$ cat src/hdl/l1wt_pkg.sv
// Shared types and codes for the write-through L1 line coherence controller.
`default_nettype none

package l1wt_pkg;

   // Incoming event kind as carried on the request beat
   typedef enum logic [2:0] {
      CMD_READ  = 3'd0,
      CMD_WRITE = 3'd1,
      CMD_RESP  = 3'd2,
      CMD_INV   = 3'd3,
      CMD_WCOMP = 3'd4,
      CMD_REPL  = 3'd5
   } cmd_type;

   // Line states
   typedef enum logic [2:0] {
      LS_NOT_PRESENT = 3'd0,
      LS_INVALID     = 3'd1,
      LS_INV_TO_SH   = 3'd2,
      LS_SHARED      = 3'd3,
      LS_SH_TO_INV   = 3'd4,
      LS_PEND_WRITE  = 3'd5
   } line_type;

   // Line allocator answer
   typedef enum logic [1:0] {
      INS_OK    = 2'd0,
      INS_RETRY = 2'd1,
      INS_WAIT  = 2'd2
   } ins_type;

   typedef enum logic [1:0] {
      STALL_NONE = 2'd0,
      STALL_POLL = 2'd1,
      STALL_WAIT = 2'd2
   } stall_type;

   typedef enum logic [2:0] {
      DN_NONE   = 3'd0,
      DN_READ   = 3'd1,
      DN_READX  = 3'd2,
      DN_REPL   = 3'd3,
      DN_INVACK = 3'd4
   } down_type;

   typedef enum logic [1:0] {
      UP_NONE = 2'd0,
      UP_DATA = 2'd1,
      UP_INVN = 2'd2
   } up_type;

   // Event after thread-state classification
   typedef enum logic [3:0] {
      EV_LD, EV_ST, EV_RESP, EV_INV, EV_WC, EV_REPL,
      EV_TLD, EV_TST, EV_TRESP, EV_BAD
   } ev_type;

   typedef struct packed {
      logic [2:0] command;
      logic [2:0] line_state;
      logic       thread_state;
      logic [1:0] insert_status;
      logic       mshr_free;
      logic       mshr_queue_room;
      logic       prefetch_req;
   } req_type;

   typedef struct packed {
      logic [2:0] line_next;
      logic [1:0] stall_res;
      logic       protocol_error;
      logic [2:0] down_msg;
      logic       down_addr_only;
      logic [1:0] up_msg;
      logic       insert_line;
      logic       mshr_alloc;
      logic       enqueue_mshr;
      logic       fill_and_drain;
      logic       release_writeback;
      logic       prefetch_mark;
   } rsp_type;

endpackage

`default_nettype wire

$ cat src/hdl/l1_write_through_coherence_fsm.sv
// Top level: request register, line decision, result register, bypass control register.
// An accepted request beat is held in the request register, then decided into the result register.
// Throughput: one beat per cycle; the request register takes a beat whenever it is empty
// or its beat moves on, so it blocks only while both registers are full and the result waits.
// Reset (synchronous, active high) empties both registers and clears tstate_bypass.
`default_nettype none

module l1_write_through_coherence_fsm
   import l1wt_pkg::*;
(
   input  logic        clock,
   input  logic        reset,

   input  logic        req_tvalid,
   output logic        req_tready,
   // [2:0] command
   input  logic [2:0]  req_tuser,
   // [2:0] line_state, [3] thread_state, [5:4] insert_status, [6] mshr_free,
   // [7] mshr_queue_room, [8] prefetch_req, [15:9] zero
   input  logic [15:0] req_tdata,

   output logic        rsp_tvalid,
   input  logic        rsp_tready,
   // [2:0] line_next, [4:3] stall_res, [5] protocol_error, [8:6] down_msg,
   // [9] down_addr_only, [11:10] up_msg, [12] insert_line, [13] mshr_alloc,
   // [14] enqueue_mshr, [15] fill_and_drain, [16] release_writeback,
   // [17] prefetch_mark, [23:18] zero
   output logic [23:0] rsp_tdata,

   input  logic        csr_valid,
   output logic        csr_ready,
   input  logic        csr_data
);

   logic    s1_valid_ff, s1_valid_in;
   req_type s1_req_ff, s1_req_in;
   logic    rsp_valid_ff, rsp_valid_in;
   rsp_type rsp_ff, rsp_in;
   logic    bypass_ff, bypass_in;
   logic    rsp_free;
   req_type req_beat;
   rsp_type decided;

   assign req_beat.command         = req_tuser;
   assign req_beat.line_state      = req_tdata[2:0];
   assign req_beat.thread_state    = req_tdata[3];
   assign req_beat.insert_status   = req_tdata[5:4];
   assign req_beat.mshr_free       = req_tdata[6];
   assign req_beat.mshr_queue_room = req_tdata[7];
   assign req_beat.prefetch_req    = req_tdata[8];

   assign rsp_free   = !rsp_valid_ff || rsp_tready;
   assign req_tready = !s1_valid_ff || rsp_free;
   assign csr_ready  = 1'b1;

   l1wt_decide u_decide (
      .req           (s1_req_ff),
      .tstate_bypass (bypass_ff),
      .rsp           (decided)
   );

   always_comb begin
      s1_valid_in  = req_tready ? req_tvalid : s1_valid_ff;
      s1_req_in    = (req_tready && req_tvalid) ? req_beat : s1_req_ff;
      rsp_valid_in = rsp_free ? s1_valid_ff : rsp_valid_ff;
      rsp_in       = (rsp_free && s1_valid_ff) ? decided : rsp_ff;
      bypass_in    = csr_valid ? csr_data : bypass_ff;
   end

   always_ff @(posedge clock) begin
      if (reset) begin
         s1_valid_ff  <= 1'b0;
         rsp_valid_ff <= 1'b0;
         bypass_ff    <= 1'b0;
      end else begin
         s1_valid_ff  <= s1_valid_in;
         rsp_valid_ff <= rsp_valid_in;
         bypass_ff    <= bypass_in;
      end
   end

   always_ff @(posedge clock) begin
      s1_req_ff <= s1_req_in;
      rsp_ff    <= rsp_in;
   end

   assign rsp_tvalid = rsp_valid_ff;
   assign rsp_tdata  = {6'b0,
                        rsp_ff.prefetch_mark,
                        rsp_ff.release_writeback,
                        rsp_ff.fill_and_drain,
                        rsp_ff.enqueue_mshr,
                        rsp_ff.mshr_alloc,
                        rsp_ff.insert_line,
                        rsp_ff.up_msg,
                        rsp_ff.down_addr_only,
                        rsp_ff.down_msg,
                        rsp_ff.protocol_error,
                        rsp_ff.stall_res,
                        rsp_ff.line_next};

   // A decided request always lands in the result register
   a_advance: assert property (@(posedge clock) disable iff (reset)
      s1_valid_ff && rsp_free |=> rsp_tvalid)
      else $error("decided request lost before the result register");

   // Line insert is only ever ordered for a line that is not present
   a_insert_np: assert property (@(posedge clock) disable iff (reset)
      s1_valid_ff && decided.insert_line |-> s1_req_ff.line_state == LS_NOT_PRESENT)
      else $error("line insert ordered for a present line");

   // A configuration beat sets the bypass control
   a_csr_write: assert property (@(posedge clock)
      !reset && csr_valid |=> reset || bypass_ff == $past(csr_data))
      else $error("tstate_bypass not updated by configuration beat");

endmodule

`default_nettype wire

$ cat src/hdl/l1wt_decide.sv
// Per-line coherence decision: event and line state in, next state and commands out.
`default_nettype none

module l1wt_decide
   import l1wt_pkg::*;
(
   input  req_type req,
   input  logic    tstate_bypass,
   output rsp_type rsp
);

   ev_type    ev;
   logic      ts;
   logic      err;
   stall_type stall;
   stall_type miss_stall;
   logic      need_insert;
   rsp_type   work;

   assign ts = tstate_bypass & req.thread_state;

   always_comb begin
      unique case (req.command)
         CMD_READ:  ev = ts ? EV_TLD : EV_LD;
         CMD_WRITE: ev = ts ? EV_TST : EV_ST;
         CMD_RESP:  ev = ts ? EV_TRESP : EV_RESP;
         CMD_INV:   ev = EV_INV;
         CMD_WCOMP: ev = EV_WC;
         CMD_REPL:  ev = EV_REPL;
         default:   ev = EV_BAD;
      endcase
   end

   // Miss stall: allocator first (only when a line is needed), then MSHR readiness
   assign need_insert = (req.line_state == LS_NOT_PRESENT);

   always_comb begin
      if (need_insert && req.insert_status != INS_OK) begin
         miss_stall = (req.insert_status == INS_RETRY) ? STALL_POLL : STALL_WAIT;
      end else if (!req.mshr_free || !req.mshr_queue_room) begin
         miss_stall = STALL_POLL;
      end else begin
         miss_stall = STALL_NONE;
      end
   end

   always_comb begin
      work            = '0;
      work.line_next  = req.line_state;
      err             = 1'b0;
      stall           = STALL_NONE;

      if (ev == EV_BAD) begin
         err = 1'b1;
      end else begin
         case (req.line_state)
            LS_NOT_PRESENT, LS_INVALID: begin
               if (ev == EV_LD || ev == EV_ST) begin
                  if (miss_stall != STALL_NONE) begin
                     stall = miss_stall;
                  end else begin
                     work.insert_line     = need_insert;
                     work.mshr_alloc      = 1'b1;
                     work.enqueue_mshr    = 1'b1;
                     work.down_msg        = (ev == EV_LD) ? DN_READ : DN_READX;
                     work.down_addr_only  = (ev == EV_LD) || need_insert;
                     work.line_next       = LS_INV_TO_SH;
                     work.prefetch_mark   = req.prefetch_req;
                  end
               end else if (need_insert && ev == EV_INV) begin
                  // nothing cached: drop the invalidate
               end else if (need_insert && ev == EV_TLD) begin
                  work.down_msg       = DN_READ;
                  work.down_addr_only = 1'b1;
               end else if (need_insert && ev == EV_TST) begin
                  work.down_msg       = DN_READX;
                  work.down_addr_only = 1'b1;
               end else if (need_insert && ev == EV_TRESP) begin
                  work.up_msg = UP_DATA;
               end else begin
                  err = 1'b1;
               end
            end
            LS_INV_TO_SH: begin
               if (ev == EV_RESP || ev == EV_WC) begin
                  work.fill_and_drain = 1'b1;
                  work.line_next      = LS_SHARED;
               end else if (ev == EV_INV) begin
                  stall = STALL_WAIT;
               end else if (ev == EV_LD || ev == EV_ST) begin
                  if (!req.mshr_queue_room) begin
                     stall = STALL_POLL;
                  end else begin
                     work.enqueue_mshr = 1'b1;
                  end
               end else begin
                  err = 1'b1;
               end
            end
            LS_SHARED: begin
               if (ev == EV_LD) begin
                  work.up_msg = UP_DATA;
               end else if (ev == EV_ST) begin
                  work.down_msg   = DN_READX;
                  work.up_msg     = UP_DATA;
                  work.line_next  = LS_PEND_WRITE;
               end else if (ev == EV_REPL) begin
                  work.down_msg       = DN_REPL;
                  work.down_addr_only = 1'b1;
                  work.line_next      = LS_INVALID;
               end else if (ev == EV_INV) begin
                  work.up_msg     = UP_INVN;
                  work.down_msg   = DN_INVACK;
                  work.line_next  = LS_INVALID;
               end
            end
            LS_PEND_WRITE: begin
               if (ev == EV_LD) begin
                  work.up_msg = UP_DATA;
               end else if (ev == EV_ST) begin
                  stall = STALL_WAIT;
               end else if (ev == EV_WC) begin
                  work.line_next = LS_SHARED;
               end else begin
                  err = 1'b1;
               end
            end
            LS_SH_TO_INV: begin
               if (ev == EV_LD || ev == EV_ST) begin
                  stall = STALL_WAIT;
               end else if (ev == EV_INV) begin
                  work.release_writeback = 1'b1;
                  work.line_next         = LS_INVALID;
               end else begin
                  err = 1'b1;
               end
            end
            default: begin
               err = 1'b1;
            end
         endcase
      end
   end

   // Stall or error: hold the state and drop every command
   always_comb begin
      if (err || stall != STALL_NONE) begin
         rsp                = '0;
         rsp.line_next      = req.line_state;
         rsp.stall_res      = stall;
         rsp.protocol_error = err;
      end else begin
         rsp = work;
      end
   end

endmodule

`default_nettype wire
$ cat config.mk
export PLATFORM = sky130hd
export DESIGN_NAME = l1_write_through_coherence_fsm
export DESIGN_NICKNAME = d
export VERILOG_FILES = /design/src/hdl/l1wt_pkg.sv /design/src/hdl/l1_write_through_coherence_fsm.sv /design/src/hdl/l1wt_decide.sv
export SDC_FILE = /design/constraint.sdc
export NUM_CORES = 1
export LEC_CHECK = 0
export ABC_AREA = 1
export BUFFER_PORTS_ARGS = -buffer_cell sky130_fd_sc_hd__buf_2
export CAP_MARGIN = 20
export CORE_UTILIZATION = 45
export CTS_BUF_LIST = sky130_fd_sc_hd__clkbuf_16
export DETAILED_ROUTE_END_ITERATION = 10
export PLACE_DENSITY = 0.69
export SLEW_MARGIN = 20
export SYNTH_ARGS = -nofsm -noshare
export SYNTH_HDL_FRONTEND = slang
export SYNTH_HIERARCHICAL = 1
export SYNTH_SLANG_ARGS = --single-unit
$ cat constraint.sdc
create_clock -name clock -period 1.86 [get_ports clock]
set_input_delay 0.372 -clock clock [delete_from_list [all_inputs] [get_ports clock]]
set_output_delay 0.372 -clock clock [all_outputs]
set_load 0.05 [all_outputs]
After elaboration in Yosys (flattened, before gate mapping)
Cells that the tools add are included.

Register bits: 33. Input port bits: 25. Output and inout bits: 27. Logic and storage cells: 164.

Equality and inequality tests: 20. Muxes and demuxes: 87. Bitwise logic cells: 5. Reductions and logical operators: 30.

Operators with widths (count): 3-bit 2-to-1 mux (20); 2-bit 2-to-1 mux (19); 1-bit 2-to-1 mux (33); 4-bit case mux with 6 select lines (1); 4-bit 2-to-1 mux (5); 18-bit 2-to-1 mux (1); 4-bit by 3-bit == test with 1-bit output (second input constant) (4); 3-bit case mux with 5 select lines (1); 3-bit by 2-bit == test with 1-bit output (second input constant) (4); 3-bit == test (second input constant) (4); 12-bit 2-to-1 mux (1); 4-bit by 2-bit == test with 1-bit output (second input constant) (2); 4-bit == test (second input constant) (2); 2-bit case mux with 4 select lines (1); 4-bit case mux with 2 select lines (1); 4-bit OR reduction (2); 1-bit logical AND (7); 1-bit logical OR (7); 3-bit by 1-bit == test with 1-bit output (second input constant) (2); 3-bit logical NOT (2); 6-bit 2-to-1 mux (1); 2-bit case mux with 3 select lines (1); 2-bit nonzero test (3); 1-bit case mux with 5 select lines (1); 10 further kinds (17).

Logic depth before layout (Yosys ltp)
Word-level depth: 14. Gate-level depth with buffers: 9. Depth with buffers taken out: 9.

Cells and area by module
Netlist, hierarchy kept.

By module, submodules not included: l1_write_through_coherence_fsm (times used 1, cells each 56, area each 1088.5 um^2); l1wt_decide (times used 1, cells each 105, area each 508.0 um^2).

Least setup slack after synthesis
OpenSTA, ideal clock, no wires.

Path kind: register to register. From: register rsp_valid_ff, in the netlist rsp_tvalid. To: register rsp_ff (netlist bit rsp_tdata[0]) (enable). Library setup time: 0.399 ns. Data arrival time: 1.513 ns. Required time: 1.461 ns. Path slack: -0.052 ns. Stages on the path, launching flop included: 2. Path buffers: 0. Clock period less this slack: 1.912 ns. Cells stage by stage: dfxtp_1 > a21oi_1.

Word-level cells in the longest chain between the ends: 3.

RTL lines: start, declared (RTL line l1_write_through_coherence_fsm.sv:37) `logic rsp_valid_ff, rsp_valid_in;`; start signal, assigned (RTL line l1_write_through_coherence_fsm.sv:77) `rsp_valid_ff <= rsp_valid_in;`; 1-bit logical NOT (RTL line l1_write_through_coherence_fsm.sv:52) `assign rsp_free = !rsp_valid_ff || rsp_tready;`; 1-bit logical OR (RTL line l1_write_through_coherence_fsm.sv:52); 1-bit logical AND (RTL line l1_write_through_coherence_fsm.sv:66) `rsp_in = (rsp_free && s1_valid_ff) ? decided : rsp_ff;`; end signal, assigned (RTL line l1_write_through_coherence_fsm.sv:84) `rsp_ff <= rsp_in;`; end, declared (RTL line l1_write_through_coherence_fsm.sv:38) `rsp_type rsp_ff, rsp_in;`.

Every way passes these cells. A chain may end at the register's enable or synchronous reset.

Final worst setup path
From: register s1_req_ff[11] in the netlist's numbering. To: register rsp_ff (netlist bit rsp_tdata[5]) (data pin).

Word-level cells in the longest chain between the ends: 12. Elaborated cells between the ends (all ways): 48.

RTL lines: start, declared (RTL line l1_write_through_coherence_fsm.sv:36) `req_type s1_req_ff, s1_req_in;`; start signal, assigned (RTL line l1_write_through_coherence_fsm.sv:83) `s1_req_ff <= s1_req_in;`; 3-bit == test (tied with other cells) (RTL line l1wt_decide.sv:23) `unique case (req.command)`; 4-bit case mux with 6 select lines (*) (RTL line l1wt_decide.sv:23); 4-bit == test (RTL line l1wt_decide.sv:78) `end else if (need_insert && ev == EV_TRESP) begin`; 1-bit logical AND (RTL line l1wt_decide.sv:78); 1-bit 2-to-1 mux (RTL line l1wt_decide.sv:78); 1-bit 2-to-1 mux (RTL line l1wt_decide.sv:75) `end else if (need_insert && ev == EV_TST) begin`; 1-bit 2-to-1 mux (RTL line l1wt_decide.sv:72) `end else if (need_insert && ev == EV_TLD) begin`; 1-bit 2-to-1 mux (RTL line l1wt_decide.sv:70) `end else if (need_insert && ev == EV_INV) begin`; 1-bit 2-to-1 mux (RTL line l1wt_decide.sv:58) `if (ev == EV_LD || ev == EV_ST) begin`; 1-bit case mux with 5 select lines (RTL line l1wt_decide.sv:56) `case (req.line_state)`; 1-bit 2-to-1 mux (RTL line l1wt_decide.sv:53) `if (ev == EV_BAD) begin`; 1-bit logical OR (RTL line l1wt_decide.sv:147) `if (err || stall != STALL_NONE) begin`.

Mark *: on every way between the ends. The rest lies on a longest branch, timed or not.

==> results.py <==
metrics = {
    "floorplan": {
        "dieArea_um2": 3790,
        "die_w_um": 61.6,
        "ioPinCount": 52,
        "rows": 21,
        "die_y_um": 61.6,
        "start_util_pct": 47.5,
        "core_um2": 3360,
    },
    "finish": {
        "fin_area_um2": 1990,
        "diodes": 0,
        "n_fill_cell": 308,
        "instances_no_fill": 253,
        "final_layout_size_suffix_gt1_share_pct": 30.4,
        "final_util_pct": 59.3,
        "area_growth_pct": 24.9,
        "finalNetCount": 231,
    },
    "global_routing": {
        "grt_overflow": 0,
        "grt_pass1_vias": 1097,
        "antenna_found_initial": 0,
        "grtUsageTotal_pct": 18.4,
        "grt_start_max_net_pins": 19,
        "grt_first_pass_wirelength_um": 4800,
    },
    "routing": {
        "avgViaCountPerCell": 4.79,
        "antenna_left": 0,
        "drtIter0Drc": 42,
        "routed_wirelength_um": 3020,
        "drc": 0,
        "wl_per_cell_um": 11.9,
        "num_vias": 1213,
        "firstDrtPassIters": 4,
    },
    "worst_setup_path": {
        "path_delay_family": "simple AND/OR/NAND/NOR gates",
        "r2r_cells": 8,
        "required_ns": 1.89,
        "cp_slowest_stage_delay_ns": 0.43,
        "cp_max_fo": 7,
        "critPathCaptureType": "flop",
        "crit_chain": "inv_1 -> nand3_1 -> o21bai_1 -> nor2_1 -> nand2_1 -> nand2_1 -> nand2_1 -> nand2_1",
        "crit_arrival_ns": 1.62,
        "crit_top_cell": "nand2_1",
        "r2r_slack_ns": 0.27,
        "critPathKind": "reg2reg",
        "cp_num_buf_inv": 1,
        "cp_num_cells": 8,
        "cp-start-kind": "flop",
        "slowest_stage": "edfxtp_1",
    },
    "timing": {
        "fin_ws_ns": 0.270,
        "min_period_over_period_pct": 85.5,
        "setup_viol": 0,
        "tns_ns": 0,
        "tightest_slew_ns": 0.489,
        "slew_headroom_pct": 67.1,
        "max_freq_mhz": 629,
        "period_minus_slack_ns": 1.59,
        "hold_violations": 0,
        "slew_violations": 0,
        "skew_ns": 0.00338,
        "whs_ns": 0.273,
        "rsz0062_at_grt": "false",
    },
    "clocking": {
        "cts_tree": "done",
        "cts_buffers": 5,
        "clk_latency_ns": 0.27,
        "path_clk_slew_ns": 0.05,
        "post_cts_buffers": 0,
        "cts_buffer_depth": 2,
        "root_buffer": "clkbuf_16",
        "cts-resized-gates": 0,
        "clkSinkCount": 33,
        "cts_hold_buf": 0,
        "h-tree-depth": 2,
    },
    "run": {
        "cap_viol_max_count": 0,
    },
    "logic_synthesis": {
        "synth.area.top_cells": "edfxtp_1 56%, nand2_1 7.3%, nor2_1 5.2%",
        "ys_seq_elements": 33,
        "netlist_area_um2": 1600,
        "synth_top_area_cell": "edfxtp_1",
        "yosysTopAreaCellShare_pct": 56.4,
        "seq_area_frac_synth_pct": 60.2,
        "synth_cells": 161,
        "yosysWarnings": 6,
        "postSynthAreaPerCell_um2": 9.92,
        "ys_types": 29,
    },
    "placed_design": {
        "dp_hpwl_um": 2330,
        "dp_worst_setup_slack_ns": 0.273,
        "place.gp.congestion": 0.893,
        "port_buffers": 37,
        "post_dp_cell_area_um2": 1830,
        "dp.cells": 245,
    },
    "pwr": {
        "p_leak_nw": 0.931,
        "fin_total_pwr_mw": 1.99,
        "peakVddDrop_uv": 515,
        "cellPowerDensity_nw_per_um2": 995,
    },
    "worst_hold_path": {
        "hp-class": "in2reg",
        "whs_path_depth": 1,
    },
    "outcome": {
        "outcome": "completed",
    },
}
metal layers:
layer,GRT usage (%),routed length (µm),part of all wire (%),vias up
met3,7.98,171,5.7,7
met4,9.52,69,2.3,0
met5,0,0,0,-
li1,-,-,-,613
met1,20.3,1280,42,536
met2,30.0,1500,50,57
where the power goes:
group / switching, mW / internal (mW) / leakage [nW]
sequential: 0.0181 / 0.850 / 0.325
clock: 0.264 / 0.620 / 0.0826
combinational: 0.176 / 0.0572 / 0.523
total: 0.458 / 1.53 / 0.931
area by class of cell:
cell class / count / area (µm²) / area share [%]
Clock inverter: 3 / 37.5 / 1.88
Multi-Input combinational cell: 102 / 515 / 25.8
Inverter: 24 / 90.1 / 4.52
Clock buffer: 5 / 125 / 6.27
Sequential cell: 33 / 961 / 48.2
Tap cell: 46 / 57.6 / 2.89
Timing Repair Buffer: 40 / 208 / 10.4
state kept, by name, indices dropped and copies added, names as in the netlist:
name	count
bypass_ff	1
s1_valid_ff	1
rsp_tvalid	1
s1_req_ff	12
rsp_tdata	18
cells by family after synthesis:
family,after synthesis,share of synthesized area (%)
and+or+nand+nor,79,24.3
DFF,33,60.2
buffers and inverters,31,8.93
AOI/OAI and AO/OA,16,6.11
other,2,0.470
placed cells by master (no fill, tap or decap), types with 2 or more instances in the layout:
cell       synthesis  final
a21oi_2            1      2
clkinv_1           1      2
conb_1             2      7
nor2_1            22     22
inv_1             19     20
nor2_2             2      2
o21ai_0            2      2
inv_2              4      4
dfxtp_1            3      3
buf_2              0     37
buf_4              7      3
nand3_1            8      8
nand3_2            4      4
a21oi_1            4      3
clkbuf_16          0      5
nand4_1            2      2
edfxtp_1          30     30
nand2_1           31     31
o21ai_1            4      4
nor3_1             4      4
synthesized netlist by cell type:
library cell and n:
nor2_2 2, o21ai_1 4, nor3_1 4, nand4_2 1
o221ai_1 1, a211o_1 1, edfxtp_1 30, nor2_4 1
o21bai_1 1, nand4_1 2, nor3_2 1, nand3_1 8
a21oi_2 1, a31oi_1 1, o31ai_1 1, buf_4 7
or2_2 1, nand3b_1 1, nor3_4 1, conb_1 2
inv_2 4, inv_1 19, a21oi_1 4, o21ai_0 2
nand3_2 4, clkinv_1 1, nand2_1 31, dfxtp_1 3
nor2_1 22
path summary, 6_finish.rpt:
| kind | end | startpoint |
|---|---|---|
| setup / recovery | rsp_tdata[5] | s1_req_ff[11] |
| hold / removal | s1_req_ff[8] | req_tdata[2] |
| setup reg to reg | rsp_tdata[5] | s1_req_ff[11] |
| hold reg to reg | bypass_ff | bypass_ff |
Note: power is estimated with default switching activity, not from simulation.
